<file path="config.mk">
export PLATFORM = sky130hd
export DESIGN_NAME = isotp_obd_request_receiver_top
export DESIGN_NICKNAME = d
export VERILOG_FILES = /design/src/rtl/iorr_pkg.sv /design/src/rtl/iorr_ram.sv /design/src/rtl/iorr_ctrl.sv /design/src/rtl/iorr_datapath.sv /design/src/rtl/isotp_obd_request_receiver_top.sv
export SDC_FILE = /design/constraint.sdc
export NUM_CORES = 2
export LEC_CHECK = 0
export BUFFER_PORTS_ARGS = -buffer_cell sky130_fd_sc_hd__buf_2
export CORE_MARGIN = 3
export CORE_UTILIZATION = 56
export DETAILED_ROUTE_END_ITERATION = 6
export GPL_ROUTABILITY_DRIVEN = 0
export PLACE_DENSITY = 0.75
export SLEW_MARGIN = 20
export SYNTH_ARGS = -nofsm -noshare
export SYNTH_HDL_FRONTEND = slang
export SYNTH_SLANG_ARGS = --single-unit
</file>
<file path="constraint.sdc">
create_clock -name aclk -period 5.6 [get_ports aclk]
set_input_delay 1.12 -clock aclk [delete_from_list [all_inputs] [get_ports aclk]]
set_output_delay 1.12 -clock aclk [all_outputs]
set_load 0.05 [all_outputs]
</file>
<file path="src/rtl/iorr_pkg.sv">
// Shared types, codes and constants of the diagnostic request receiver.
package iorr_pkg;

    localparam int BUFFER_BYTES_DEF = 256;
    localparam int MAX_CHUNKS       = 32;

    localparam logic [1:0] REQ_NEW   = 2'd0;
    localparam logic [1:0] REQ_FRAME = 2'd1;
    localparam logic [1:0] REQ_TICK  = 2'd2;

    localparam logic [2:0] KIND_REQUEST = 3'd0;
    localparam logic [2:0] KIND_FLOW    = 3'd1;
    localparam logic [2:0] KIND_CHUNK   = 3'd2;
    localparam logic [2:0] KIND_BUSY    = 3'd3;
    localparam logic [2:0] KIND_INVALID = 3'd4;
    localparam logic [2:0] KIND_NODATA  = 3'd5;
    localparam logic [2:0] KIND_FULL    = 3'd6;

    localparam logic [2:0] CFG_REQUEST_ID = 3'd0;
    localparam logic [2:0] CFG_FILTER     = 3'd1;
    localparam logic [2:0] CFG_TIMEOUT    = 3'd2;
    localparam logic [2:0] CFG_FC_ENABLE  = 3'd3;
    localparam logic [2:0] CFG_FC_MODE    = 3'd4;
    localparam logic [2:0] CFG_FC_ID      = 3'd5;

    localparam logic [3:0] PCI_SINGLE = 4'd0;
    localparam logic [3:0] PCI_FIRST  = 4'd1;
    localparam logic [3:0] PCI_CONSEC = 4'd2;

    localparam logic [10:0] RESP_LOW       = 11'h7E8;
    localparam logic [10:0] RESP_HIGH      = 11'h7EF;
    localparam logic [10:0] REQ_ID_RESET   = 11'h7DF;
    localparam logic [12:0] TIMEOUT_RESET  = 13'd1000;
    localparam logic [12:0] ELAPSED_MAX    = 13'h1FFF;
    localparam logic [7:0]  NEG_SID        = 8'h7F;
    localparam logic [7:0]  RESP_PENDING   = 8'h78;
    localparam logic [7:0]  POS_OFFSET     = 8'h40;
    localparam logic [7:0]  FC_CTS         = 8'h30;

    typedef struct packed {
        logic load;
        logic eval;
        logic write_step;
        logic proc;
        logic read_step;
        logic next_chunk;
    } iorr_cmd_t;

    typedef struct packed {
        logic wr_busy;
        logic res_ready;
        logic deliver;
        logic deliver_frame;
        logic read_done;
        logic more_chunks;
    } iorr_stat_t;

    function automatic logic [63:0] byte_mask(input logic [3:0] nb);
        logic [63:0] m;
        m = '0;
        for (int i = 0; i < 8; i++) begin
            if (4'(i) < nb) m[8*i +: 8] = 8'hFF;
        end
        return m;
    endfunction

endpackage

</file>
<file path="src/rtl/iorr_ram.sv">
// Generic single-port-write, single-port-read RAM with registered read data.
module iorr_ram #(
    parameter int WIDTH = 8,
    parameter int DEPTH = 256
) (
    input  logic                     aclk,
    input  logic                     we,
    input  logic [$clog2(DEPTH)-1:0] waddr,
    input  logic [WIDTH-1:0]         wdata,
    input  logic [$clog2(DEPTH)-1:0] raddr,
    output logic [WIDTH-1:0]         rdata
);
    logic [WIDTH-1:0] mem [DEPTH];

    always_ff @(posedge aclk) begin
        if (we) mem[waddr] <= wdata;
        rdata <= mem[raddr];
    end
endmodule

</file>
<file path="src/rtl/iorr_ctrl.sv">
// Sequencing state machine of the diagnostic request receiver.
module iorr_ctrl import iorr_pkg::*; (
    input  logic       aclk,
    input  logic       aresetn,
    input  logic       in_valid,
    output logic       in_ready,
    output logic       out_valid,
    input  logic       out_ready,
    input  iorr_stat_t stat,
    output iorr_cmd_t  cmd
);
    typedef enum logic [5:0] {
        ST_IDLE  = 6'b000001,
        ST_EVAL  = 6'b000010,
        ST_WRITE = 6'b000100,
        ST_PROC  = 6'b001000,
        ST_READ  = 6'b010000,
        ST_EMIT  = 6'b100000
    } state_t;

    state_t state_reg, state_next;

    always_ff @(posedge aclk) begin
        if (!aresetn) state_reg <= ST_IDLE;
        else state_reg <= state_next;
    end

    always_comb begin
        state_next = state_reg;
        cmd        = '0;
        in_ready   = 1'b0;
        out_valid  = 1'b0;
        case (state_reg)
            ST_IDLE: begin
                in_ready = 1'b1;
                if (in_valid) begin
                    cmd.load   = 1'b1;
                    state_next = ST_EVAL;
                end
            end
            ST_EVAL: begin
                cmd.eval   = 1'b1;
                state_next = ST_WRITE;
            end
            ST_WRITE: begin
                if (stat.wr_busy) cmd.write_step = 1'b1;
                else state_next = ST_PROC;
            end
            ST_PROC: begin
                cmd.proc = 1'b1;
                if (stat.res_ready) state_next = ST_EMIT;
                else if (stat.deliver) begin
                    state_next = stat.deliver_frame ? ST_EMIT : ST_READ;
                end else state_next = ST_IDLE;
            end
            ST_READ: begin
                cmd.read_step = 1'b1;
                if (stat.read_done) state_next = ST_EMIT;
            end
            ST_EMIT: begin
                out_valid = 1'b1;
                if (out_ready) begin
                    if (stat.more_chunks) begin
                        cmd.next_chunk = 1'b1;
                        state_next     = ST_READ;
                    end else state_next = ST_IDLE;
                end
            end
            default: state_next = ST_IDLE;
        endcase
    end
endmodule

</file>
<file path="src/rtl/iorr_datapath.sv">
// Registers, reassembly store and message logic of the diagnostic request receiver.
module iorr_datapath import iorr_pkg::*; #(
    parameter int BUFFER_BYTES = BUFFER_BYTES_DEF
) (
    input  logic        aclk,
    input  logic        aresetn,
    input  logic        cfg_wr_en,
    input  logic [2:0]  cfg_index,
    input  logic [12:0] cfg_wdata,
    input  logic [1:0]  in_type,
    input  logic [10:0] in_id,
    input  logic [3:0]  in_cnt,
    input  logic [63:0] in_data,
    input  iorr_cmd_t   cmd,
    output iorr_stat_t  stat,
    output logic [2:0]  out_kind,
    output logic [10:0] out_id,
    output logic [11:0] out_len,
    output logic [63:0] out_data,
    output logic [3:0]  out_nb,
    output logic        out_neg,
    output logic        out_last
);
    localparam int AW = $clog2(BUFFER_BYTES);

    logic [10:0] req_id_reg, req_id_next, filt_reg, filt_next, fc_id_reg, fc_id_next;
    logic [12:0] tmo_reg, tmo_next;
    logic        fc_en_reg, fc_en_next, fc_mode_reg, fc_mode_next;

    logic [1:0]  in_type_reg, in_type_next;
    logic [10:0] in_id_reg, in_id_next;
    logic [3:0]  in_cnt_reg, in_cnt_next;
    logic [63:0] in_data_reg, in_data_next;

    logic        pend_reg, pend_next, has_pid_reg, has_pid_next;
    logic [7:0]  svc_reg, svc_next, pid_reg, pid_next;
    logic [12:0] elapsed_reg, elapsed_next;
    logic [11:0] exp_reg, exp_next, recv_reg, recv_next;
    logic [3:0]  nseq_reg, nseq_next;
    logic [10:0] src_id_reg, src_id_next;

    logic        res_reg, res_next, proc_reg, proc_next, frame_reg, frame_next;
    logic [11:0] msg_len_reg, msg_len_next;
    logic [3:0]  wr_left_reg, wr_left_next;
    logic [11:0] wr_addr_reg, wr_addr_next;
    logic [2:0]  wr_src_reg, wr_src_next;
    logic [7:0]  head0_reg, head0_next, head1_reg, head1_next, head2_reg, head2_next;
    logic [4:0]  idx_reg, idx_next, last_idx_reg, last_idx_next;
    logic [3:0]  rd_cnt_reg, rd_cnt_next;

    logic [2:0]  kind_reg, kind_next;
    logic [10:0] oid_reg, oid_next;
    logic [11:0] olen_reg, olen_next;
    logic [63:0] odata_reg, odata_next;
    logic [3:0]  onb_reg, onb_next;
    logic        oneg_reg, oneg_next, olast_reg, olast_next;

    logic [7:0]  b0, b1, svc_in, m0, m1, m2, wr_byte, ram_rdata;
    logic [3:0]  len8, pl, lm1, n_ff, amount, nb_next_chunk;
    logic [11:0] avail, recv_sum, rem, rem_next, lm;
    logic [11:0] rd_addr_full;
    logic [12:0] el_inc;
    logic [4:0]  idx_inc;
    logic [2:0]  cap_pos;
    logic [63:0] req_mask;
    logic        svc_ok, frame_ok, neg, deliver, resp_pend;

    iorr_ram #(.WIDTH(8), .DEPTH(BUFFER_BYTES)) u_store (
        .aclk  (aclk),
        .we    (cmd.write_step),
        .waddr (wr_addr_reg[AW-1:0]),
        .wdata (wr_byte),
        .raddr (rd_addr_full[AW-1:0]),
        .rdata (ram_rdata)
    );

    assign b0       = in_data_reg[7:0];
    assign b1       = in_data_reg[15:8];
    assign svc_in   = b0;
    assign len8     = (in_cnt_reg > 4'd8) ? 4'd8 : in_cnt_reg;
    assign lm1      = len8 - 4'd1;
    assign pl       = (b0[3:0] > lm1) ? lm1 : b0[3:0];
    assign n_ff     = ({8'b0, len8 - 4'd2} > {b0[3:0], b1}) ? b1[3:0] : (len8 - 4'd2);
    assign avail    = exp_reg - recv_reg;
    assign amount   = ({8'b0, lm1} > avail) ? avail[3:0] : lm1;
    assign recv_sum = recv_reg + {8'b0, amount};
    assign el_inc   = (elapsed_reg == ELAPSED_MAX) ? elapsed_reg : elapsed_reg + 13'd1;
    assign wr_byte  = in_data_reg[8*wr_src_reg +: 8];
    assign rd_addr_full = {4'b0, idx_reg, 3'b0} + {9'b0, rd_cnt_reg[2:0]};
    assign idx_inc  = idx_reg + 5'd1;
    assign rem      = msg_len_reg;
    assign rem_next = olen_reg - {4'b0, idx_inc, 3'b0};
    assign nb_next_chunk = (rem_next > 12'd8) ? 4'd8 : rem_next[3:0];
    assign lm       = msg_len_reg - 12'd1;
    assign cap_pos  = 3'(rd_cnt_reg - 4'd1);
    assign req_mask = byte_mask(in_cnt_reg);

    assign svc_ok = (svc_in == 8'h01) || (svc_in == 8'h02) || (svc_in == 8'h03) ||
                    (svc_in == 8'h04) || (svc_in == 8'h07) || (svc_in == 8'h09) ||
                    (svc_in == 8'h0A);
    assign frame_ok = pend_reg && (in_id_reg >= RESP_LOW) && (in_id_reg <= RESP_HIGH) &&
                      (len8 >= 4'd2) && ((filt_reg == 11'd0) || (in_id_reg == filt_reg));

    assign m0 = frame_reg ? in_data_reg[15:8]  : head0_reg;
    assign m1 = frame_reg ? in_data_reg[23:16] : head1_reg;
    assign m2 = frame_reg ? in_data_reg[31:24] : head2_reg;
    assign neg = (m0 == NEG_SID);
    assign resp_pend = neg && (msg_len_reg >= 12'd3) && (m2 == RESP_PENDING);
    assign deliver = proc_reg && (neg ? !resp_pend :
                     (pend_reg && (m0 == svc_reg + POS_OFFSET) &&
                      !(has_pid_reg && (msg_len_reg > 12'd1) && (m1 != pid_reg))));

    always_comb begin
        stat.wr_busy       = (wr_left_reg != 4'd0);
        stat.res_ready     = res_reg;
        stat.deliver       = deliver;
        stat.deliver_frame = frame_reg;
        stat.read_done     = (rd_cnt_reg == 4'd8);
        stat.more_chunks   = (kind_reg == KIND_CHUNK) && !olast_reg;
    end

    always_comb begin
        req_id_next = req_id_reg; filt_next = filt_reg; tmo_next = tmo_reg;
        fc_en_next = fc_en_reg; fc_mode_next = fc_mode_reg; fc_id_next = fc_id_reg;
        in_type_next = in_type_reg; in_id_next = in_id_reg;
        in_cnt_next = in_cnt_reg; in_data_next = in_data_reg;
        pend_next = pend_reg; svc_next = svc_reg; has_pid_next = has_pid_reg;
        pid_next = pid_reg; elapsed_next = elapsed_reg; exp_next = exp_reg;
        recv_next = recv_reg; nseq_next = nseq_reg; src_id_next = src_id_reg;
        res_next = res_reg; proc_next = proc_reg; frame_next = frame_reg;
        msg_len_next = msg_len_reg; wr_left_next = wr_left_reg;
        wr_addr_next = wr_addr_reg; wr_src_next = wr_src_reg;
        head0_next = head0_reg; head1_next = head1_reg; head2_next = head2_reg;
        idx_next = idx_reg; last_idx_next = last_idx_reg; rd_cnt_next = rd_cnt_reg;
        kind_next = kind_reg; oid_next = oid_reg; olen_next = olen_reg;
        odata_next = odata_reg; onb_next = onb_reg; oneg_next = oneg_reg;
        olast_next = olast_reg;

        if (cfg_wr_en) begin
            case (cfg_index)
                CFG_REQUEST_ID: req_id_next  = cfg_wdata[10:0];
                CFG_FILTER:     filt_next    = cfg_wdata[10:0];
                CFG_TIMEOUT:    tmo_next     = cfg_wdata;
                CFG_FC_ENABLE:  fc_en_next   = cfg_wdata[0];
                CFG_FC_MODE:    fc_mode_next = cfg_wdata[0];
                CFG_FC_ID:      fc_id_next   = cfg_wdata[10:0];
                default: ;
            endcase
        end

        if (cmd.load) begin
            in_type_next = in_type; in_id_next = in_id;
            in_cnt_next = in_cnt; in_data_next = in_data;
            res_next = 1'b0; proc_next = 1'b0; frame_next = 1'b0;
            wr_left_next = 4'd0;
        end

        if (cmd.eval) begin
            kind_next = KIND_BUSY; oid_next = '0; olen_next = '0; odata_next = '0;
            onb_next = '0; oneg_next = 1'b0; olast_next = 1'b1;
            case (in_type_reg)
                REQ_NEW: begin
                    res_next = 1'b1;
                    if (pend_reg) kind_next = KIND_BUSY;
                    else if (in_cnt_reg == 4'd0 || in_cnt_reg > 4'd7 || !svc_ok) begin
                        kind_next = KIND_INVALID;
                    end else begin
                        svc_next     = svc_in;
                        has_pid_next = (in_cnt_reg > 4'd1);
                        pid_next     = (in_cnt_reg > 4'd1) ? b1 : 8'd0;
                        pend_next    = 1'b1;
                        elapsed_next = '0;
                        exp_next     = '0;
                        recv_next    = '0;
                        nseq_next    = 4'd1;
                        kind_next    = KIND_REQUEST;
                        oid_next     = req_id_reg;
                        odata_next   = {in_data_reg[55:0] & req_mask[55:0],
                                        4'd0, in_cnt_reg};
                        onb_next     = 4'd8;
                    end
                end
                REQ_FRAME: begin
                    if (frame_ok) begin
                        case (b0[7:4])
                            PCI_SINGLE: begin
                                if (pl != 4'd0) begin
                                    proc_next    = 1'b1;
                                    frame_next   = 1'b1;
                                    msg_len_next = {8'b0, pl};
                                end
                            end
                            PCI_FIRST: begin
                                exp_next = {b0[3:0], b1};
                                if ({b0[3:0], b1} > 12'(BUFFER_BYTES)) begin
                                    pend_next = 1'b0;
                                    res_next  = 1'b1;
                                    kind_next = KIND_FULL;
                                end else begin
                                    src_id_next  = in_id_reg;
                                    wr_left_next = n_ff;
                                    wr_addr_next = '0;
                                    wr_src_next  = 3'd2;
                                    recv_next    = {8'b0, n_ff};
                                    nseq_next    = 4'd1;
                                    if (fc_en_reg) begin
                                        res_next   = 1'b1;
                                        kind_next  = KIND_FLOW;
                                        oid_next   = (fc_mode_reg && fc_id_reg != 11'd0) ?
                                                     fc_id_reg : in_id_reg - 11'd8;
                                        odata_next = {56'b0, FC_CTS};
                                        onb_next   = 4'd8;
                                    end
                                end
                            end
                            PCI_CONSEC: begin
                                if (in_id_reg == src_id_reg && exp_reg != 12'd0 &&
                                    b0[3:0] == nseq_reg) begin
                                    nseq_next    = nseq_reg + 4'd1;
                                    wr_left_next = amount;
                                    wr_addr_next = recv_reg;
                                    wr_src_next  = 3'd1;
                                    recv_next    = recv_sum;
                                    if (recv_sum >= exp_reg) begin
                                        proc_next    = 1'b1;
                                        msg_len_next = exp_reg;
                                        exp_next     = '0;
                                        recv_next    = '0;
                                    end
                                end
                            end
                            default: ;
                        endcase
                    end
                end
                REQ_TICK: begin
                    if (pend_reg) begin
                        elapsed_next = el_inc;
                        if (el_inc >= tmo_reg) begin
                            pend_next = 1'b0;
                            res_next  = 1'b1;
                            kind_next = KIND_NODATA;
                        end
                    end
                end
                default: ;
            endcase
        end

        if (cmd.write_step) begin
            if (wr_addr_reg == 12'd0) head0_next = wr_byte;
            if (wr_addr_reg == 12'd1) head1_next = wr_byte;
            if (wr_addr_reg == 12'd2) head2_next = wr_byte;
            wr_addr_next = wr_addr_reg + 12'd1;
            wr_src_next  = wr_src_reg + 3'd1;
            wr_left_next = wr_left_reg - 4'd1;
        end

        if (cmd.proc && proc_reg) begin
            if (resp_pend) elapsed_next = '0;
            if (deliver) begin
                pend_next     = 1'b0;
                kind_next     = KIND_CHUNK;
                oid_next      = in_id_reg;
                olen_next     = msg_len_reg;
                oneg_next     = neg;
                idx_next      = '0;
                last_idx_next = (lm[11:3] > 9'd31) ? 5'd31 : lm[7:3];
                olast_next    = (lm[11:3] == 9'd0);
                onb_next      = (rem > 12'd8) ? 4'd8 : rem[3:0];
                rd_cnt_next   = '0;
                odata_next    = frame_reg ?
                                ({8'b0, in_data_reg[63:8]} & byte_mask(msg_len_reg[3:0])) :
                                64'd0;
            end
        end

        if (cmd.read_step) begin
            if (rd_cnt_reg != 4'd8) rd_cnt_next = rd_cnt_reg + 4'd1;
            if (rd_cnt_reg != 4'd0 && {1'b0, cap_pos} < onb_reg) begin
                odata_next[8*cap_pos +: 8] = ram_rdata;
            end
        end

        if (cmd.next_chunk) begin
            idx_next    = idx_inc;
            onb_next    = nb_next_chunk;
            olast_next  = (idx_inc == last_idx_reg);
            odata_next  = '0;
            rd_cnt_next = '0;
        end
    end

    always_ff @(posedge aclk) begin
        if (!aresetn) begin
            req_id_reg  <= REQ_ID_RESET;
            filt_reg    <= '0;
            tmo_reg     <= TIMEOUT_RESET;
            fc_en_reg   <= 1'b1;
            fc_mode_reg <= 1'b0;
            fc_id_reg   <= '0;
            pend_reg    <= 1'b0;
            svc_reg     <= '0;
            has_pid_reg <= 1'b0;
            pid_reg     <= '0;
            elapsed_reg <= '0;
            exp_reg     <= '0;
            recv_reg    <= '0;
            nseq_reg    <= 4'd1;
            src_id_reg  <= '0;
            res_reg     <= 1'b0;
            proc_reg    <= 1'b0;
            frame_reg   <= 1'b0;
            wr_left_reg <= '0;
            rd_cnt_reg  <= '0;
            idx_reg     <= '0;
            last_idx_reg <= '0;
            kind_reg    <= KIND_BUSY;
            olast_reg   <= 1'b1;
        end else begin
            req_id_reg  <= req_id_next;
            filt_reg    <= filt_next;
            tmo_reg     <= tmo_next;
            fc_en_reg   <= fc_en_next;
            fc_mode_reg <= fc_mode_next;
            fc_id_reg   <= fc_id_next;
            pend_reg    <= pend_next;
            svc_reg     <= svc_next;
            has_pid_reg <= has_pid_next;
            pid_reg     <= pid_next;
            elapsed_reg <= elapsed_next;
            exp_reg     <= exp_next;
            recv_reg    <= recv_next;
            nseq_reg    <= nseq_next;
            src_id_reg  <= src_id_next;
            res_reg     <= res_next;
            proc_reg    <= proc_next;
            frame_reg   <= frame_next;
            wr_left_reg <= wr_left_next;
            rd_cnt_reg  <= rd_cnt_next;
            idx_reg     <= idx_next;
            last_idx_reg <= last_idx_next;
            kind_reg    <= kind_next;
            olast_reg   <= olast_next;
        end
    end

    always_ff @(posedge aclk) begin
        in_type_reg <= in_type_next;
        in_id_reg   <= in_id_next;
        in_cnt_reg  <= in_cnt_next;
        in_data_reg <= in_data_next;
        msg_len_reg <= msg_len_next;
        wr_addr_reg <= wr_addr_next;
        wr_src_reg  <= wr_src_next;
        head0_reg   <= head0_next;
        head1_reg   <= head1_next;
        head2_reg   <= head2_next;
        oid_reg     <= oid_next;
        olen_reg    <= olen_next;
        odata_reg   <= odata_next;
        onb_reg     <= onb_next;
        oneg_reg    <= oneg_next;
    end

    assign out_kind = kind_reg;
    assign out_id   = oid_reg;
    assign out_len  = olen_reg;
    assign out_data = odata_reg;
    assign out_nb   = onb_reg;
    assign out_neg  = oneg_reg;
    assign out_last = olast_reg;
endmodule

</file>
<file path="src/rtl/isotp_obd_request_receiver_top.sv">
// Top level of the diagnostic request receiver with transport-layer reassembly.
// The slave channel takes one request at a time: a new diagnostic request, a
// received CAN frame or a one millisecond tick, selected by s_tuser. The master
// channel returns the resulting items: request frames, flow control frames,
// message chunks of up to eight bytes, or busy, invalid, no-data and buffer-full
// notices; m_tlast marks the final item caused by one request.
// A request that yields a single item passes through the evaluate, write and
// process states after acceptance and then presents the item. A first or
// consecutive frame stays in the write state while its bytes go into the store.
// Each chunk of a delivered multi-frame message is read from the store one byte
// per cycle, since the store has one read port, and is then presented for its
// handshake. A new request is accepted only after every item of the previous
// one has been taken. When m_tready is low the current item is held.
// Reset clears configuration to defaults and drops any outstanding request;
// the reassembly store is not cleared. Configuration writes take effect at once.
module isotp_obd_request_receiver_top import iorr_pkg::*; #(
    parameter int BUFFER_BYTES = BUFFER_BYTES_DEF
) (
    input  logic        aclk,
    input  logic        aresetn,
    input  logic        cfg_wr_en,
    input  logic [2:0]  cfg_index,
    input  logic [12:0] cfg_wdata,
    input  logic        s_tvalid,
    output logic        s_tready,
    input  logic [79:0] s_tdata,  // frame_can_id, byte_count, data_bytes, zero pad
    input  logic [1:0]  s_tuser,  // req_type
    output logic        m_tvalid,
    input  logic        m_tready,
    output logic [95:0] m_tdata,  // target_can_id, message_length, chunk_data,
                                  // chunk_bytes, negative_reply, zero pad
    output logic [2:0]  m_tuser,  // result_kind
    output logic        m_tlast
);
    iorr_cmd_t  cmd;
    iorr_stat_t stat;
    logic [10:0] out_id;
    logic [11:0] out_len;
    logic [63:0] out_data;
    logic [3:0]  out_nb;
    logic        out_neg;

    iorr_ctrl u_ctrl (
        .aclk      (aclk),
        .aresetn   (aresetn),
        .in_valid  (s_tvalid),
        .in_ready  (s_tready),
        .out_valid (m_tvalid),
        .out_ready (m_tready),
        .stat      (stat),
        .cmd       (cmd)
    );

    iorr_datapath #(.BUFFER_BYTES(BUFFER_BYTES)) u_datapath (
        .aclk      (aclk),
        .aresetn   (aresetn),
        .cfg_wr_en (cfg_wr_en),
        .cfg_index (cfg_index),
        .cfg_wdata (cfg_wdata),
        .in_type   (s_tuser),
        .in_id     (s_tdata[10:0]),
        .in_cnt    (s_tdata[14:11]),
        .in_data   (s_tdata[78:15]),
        .cmd       (cmd),
        .stat      (stat),
        .out_kind  (m_tuser),
        .out_id    (out_id),
        .out_len   (out_len),
        .out_data  (out_data),
        .out_nb    (out_nb),
        .out_neg   (out_neg),
        .out_last  (m_tlast)
    );

    assign m_tdata = {4'b0, out_neg, out_nb, out_data, out_len, out_id};

    a_no_accept_while_out: assert property (@(posedge aclk) disable iff (!aresetn)
        !(s_tready && m_tvalid))
        else $error("request accepted while a result is pending");

    a_single_is_last: assert property (@(posedge aclk) disable iff (!aresetn)
        (m_tvalid && m_tuser != KIND_CHUNK) |-> m_tlast)
        else $error("non-chunk result not marked last");

    a_chunk_bytes: assert property (@(posedge aclk) disable iff (!aresetn)
        (m_tvalid && m_tuser == KIND_CHUNK) |-> (out_nb != 4'd0 && out_nb <= 4'd8))
        else $error("chunk byte count out of range");

    a_chunk_follows: assert property (@(posedge aclk) disable iff (!aresetn)
        (m_tvalid && m_tready && m_tuser == KIND_CHUNK && !m_tlast) |=> !s_tready)
        else $error("input reopened before the last chunk");
endmodule
</file>
==> summary.txt <==
Critical path
  – Data required time of the critical path: 6.34 ns
  – Longest individual stage delay on the worst path: 0.46 ns
  – Slowest library cell on the worst path: sky130_fd_sc_hd__mux2i_1
  – CP endpoint: u_datapath.exp_reg[9]$_SDFFE_PN0P_
  – Crit path launch type: flop
  – Critical path fanouts, max: 6
  – Critical path capture point type: flop
  – Reg-to-reg setup timing slack: -0.29 ns
  – Data arrival time of the critical path: 6.64 ns
  – RR Endpoint: u_datapath.exp_reg[9]$_SDFFE_PN0P_
  – Worst reg2reg startpoint: u_datapath.exp_reg[0]$_SDFFE_PN0P_
  – Worst reg-to-reg path cell count: 28
  – Start-to-end type of the worst setup path: flop to flop
  – First element of the critical path: u_datapath.exp_reg[0]$_SDFFE_PN0P_

Clock tree
  – Post-cts hold buffer count: 0
  – Clock latency on the worst-skew pair: 0.87 ns
  – TritonCTS clock tree: done
  – H-Tree Depth: 4
  – Maximum count of clock buffers along a single path: 3
  – CTS sink cnt: 2429
  – Buffer type at the clock tree root: sky130_fd_sc_hd__clkbuf_16
  – Number of clock buffers inserted by TritonCTS: 228
  – Clock slew seen by the registers of the worst setup and hold paths: 0.06 ns

STA
  – FMAX: 169.6 MHz
  – Share of the clock period used by the worst path: 1.053
  – Final worst clock skew: 0.05009 ns
  – Final setup margin: -0.2948 ns
  – Slew of the pin with the lowest slew margin: 1.199 ns
  – Relative slew slack: 0.2008
  – Number of pins with negative max-slew slack in the final report: 0
  – Unrepaired setup endpoints after global routing: yes
  – Final setup fails: 37
  – Final Hold Violating Endpoints: 0
  – Final total negative setup slack: -8.378 ns
  – Min Tclk post-route: 5.895 ns

Placed design
  – PortBufs: 199
  – Hpwl dp: 152200 um

Drt
  – Pre-Repair DR Iteration Count: 7
  – Total via count after detailed routing: 55373
  – Via/cell ratio: 6.690
  – Per-cell routed wire length: 30.64 um
  – Drc violations: 45
  – Total Wirelength: 253600 um
  – DRT antenna net count: 0
  – Initial DRC count: 7026

Power
  – Peak supply drop: 305.3 uV
  – Power density cells: 365.2 nW/um^2
  – Post-route total power: 40.57 mW
  – Lkg Pwr: 35.12 nW

Min path
  – Min-Delay Path Depth: 1
  – Path type of the worst min-delay path: input port to flop

Layout
  – Most common cell after layout, fill and taps aside: sky130_fd_sc_hd__edfxtp_1
  – # nets final: 5928
  – Commonest cells after routing, fill and taps aside: sky130_fd_sc_hd__edfxtp_1 (2180), sky130_fd_sc_hd__mux4_2 (656), sky130_fd_sc_hd__nor2_1 (343)
  – Flip-flop count of the largest register, all copies and words added: 2048
  – Synth-to-Final Area Change: 12.29%
  – Fraction of final layout cells with drive strength greater than 1: 0.2515
  – Layout filler cell count: 11550

Status
  – Run status: finished, violations left
  – Failing checks: design-rule violations, negative setup slack

GRT
  – Initial antenna violation count: 9
  – GRT Residual Overflow: 0
  – Number of global-route vias before repair: 55001
  – Pin count of the biggest net entering global routing: 178
  – Global-route wire length before repair: 372400 um
  – Total Routing Usage GR: 0.2792

Die
  – Die outline area: 181700 um^2
  – FP Rows: 153
  – Number of placed I/O pins: 205
  – Core outline area: 174800 um^2
  – Die Width: 426.3 um
  – Die Y-Extent: 426.3 um
  – Initial Utilization: 0.5660

Synth
  – Count of cell types in the netlist: 90
  – Top FF cell, synth: sky130_fd_sc_hd__edfxtp_1
  – Yosys warns: 0
  – Post-synth ARST share: 0
  – Synth Instances: 5480
  – Flop and latch count out of synthesis: 2429
  – EDFF count, synth: 2180
  – Cell area after synthesis: 98920 um^2
  – Seq/Total Area, Yosys: 0.7122
  – Mapped Avg Cell Area: 18.05 um^2

Flow run
  – Max-cap violation count: 0
## how the worst min path moves through the flow
stage                                             startpoint                              endpoint
floorplan            u_datapath.msg_len_reg[9]$_SDFFCE_PN0P_         u_datapath.out_len[9]$_DFF_P_
global placement     u_datapath.msg_len_reg[9]$_SDFFCE_PN0P_         u_datapath.out_len[9]$_DFF_P_
detailed placement  u_datapath.msg_len_reg[11]$_SDFFCE_PN0P_        u_datapath.out_len[11]$_DFF_P_
CTS                                              s_tdata[26]  u_datapath.in_data_reg[11]$_DFFE_PP_
global route                                     s_tdata[35]  u_datapath.in_data_reg[20]$_DFFE_PP_
finish                                           s_tdata[26]  u_datapath.in_data_reg[11]$_DFFE_PP_
## area by class of cell
type,count,area (um^2),area share
sequential,2429,70460,0.6344
inverter,92,354.1,0.003188
clock inverter,136,1380,0.01242
clock buffer,297,6085,0.05478
antenna,8,20.02,0.0001802
multi-input combinational,2621,27330,0.2461
timing repair buffer,369,2534,0.02281
tap,2325,2909,0.02619
## cell families (layout without fill, tap and decap cells)
logic type / after synthesis / count (layout) / synth area share
flops: 2429 / 2429 / 0.7122
simple gates: 1097 / 1097 / 0.05161
mux: 698 / 698 / 0.1538
compound gates: 633 / 633 / 0.04442
buf+inv: 433 / 894 / 0.01782
xor+xnor: 105 / 105 / 0.009297
fa+ha+maj: 84 / 84 / 0.01085
other cells: 1 / 12 / 0.00003791
## cells in the mapped netlist, types with 22 or more instances
master                     number  share of area
sky130_fd_sc_hd__edfxtp_1    2180           0.66
sky130_fd_sc_hd__mux4_2       656           0.15
sky130_fd_sc_hd__nor2_1       352          0.013
sky130_fd_sc_hd__nand2_1      338          0.013
sky130_fd_sc_hd__dfxtp_1      249          0.050
sky130_fd_sc_hd__clkbuf_1     224         0.0085
sky130_fd_sc_hd__o21ai_0      113         0.0057
sky130_fd_sc_hd__nand3_1      111         0.0056
sky130_fd_sc_hd__a21oi_1      103         0.0052
sky130_fd_sc_hd__inv_1         91         0.0035
sky130_fd_sc_hd__ha_1          81          0.010
sky130_fd_sc_hd__a22oi_1       75         0.0057
sky130_fd_sc_hd__buf_2         68         0.0034
sky130_fd_sc_hd__nor3_1        58         0.0029
sky130_fd_sc_hd__a21boi_0      56         0.0042
sky130_fd_sc_hd__xor2_1        54         0.0048
sky130_fd_sc_hd__a22o_1        53         0.0047
sky130_fd_sc_hd__xnor2_1       51         0.0045
sky130_fd_sc_hd__nand4_1       47         0.0030
sky130_fd_sc_hd__buf_1         38         0.0014
sky130_fd_sc_hd__nor4_1        37         0.0023
sky130_fd_sc_hd__a221oi_1      34         0.0030
sky130_fd_sc_hd__mux2i_1       28         0.0028
sky130_fd_sc_hd__and3_1        25         0.0016
sky130_fd_sc_hd__o21a_1        24         0.0018
sky130_fd_sc_hd__a31oi_1       22         0.0014
## metal layers
metal	share of wire	GRT usage	vias up
met5	0.00020	0	-
met1	0.37	0.3810	28419
met2	0.48	0.4410	3534
met3	0.10	0.06033	725
li1	-	-	22689
met4	0.048	0.1182	6
## stage by stage
stage / hold slack, ns / util / instance area, um^2 / worst slack [ns] / cells
3_3_place_gp: 0.4458 / 0.5890 / 102900 / -0.4754 / 7810
5_1_grt: 0.3939 / 0.6355 / 111100 / -0.4982 / 8272
3_5_place_dp: 0.4568 / 0.5890 / 102900 / -0.6027 / 7810
2_1_floorplan: 0.4353 / - / 98970 / 0.007114 / 5483
4_1_cts: 0.3694 / 0.6337 / 110800 / -0.02964 / 8263
6_report: 0.4264 / 0.6355 / 111100 / -0.2948 / 8277
## report_power, final
part,internal (mW),total [mW],switching [mW]
logic,1.03,3.85,2.82
clock network,8.58,15.3,6.76
registers,20.9,21.4,0.473
## worst max-delay path, delay by kind of cell, from the launching register on
| kind | cells | cell delay, ns |
|---|---|---|
| compound gates | 9 | 1.67 |
| simple gates | 8 | 1.28 |
| xor+xnor | 1 | 0.14 |
| mux | 2 | 0.79 |
| flops | 1 | 0.34 |
| fa+ha+maj | 4 | 1.13 |
| buf+inv | 4 | 0.40 |
## timing repair
action,in CTS,in global routing
pin swaps,31,35
hold endpoints to repair,0,0
setup endpoints to repair,37,37
buffers inserted,19,7
cloned,1,0
gates resized for setup,43,36
Note: power is estimated with default switching activity, not from simulation.
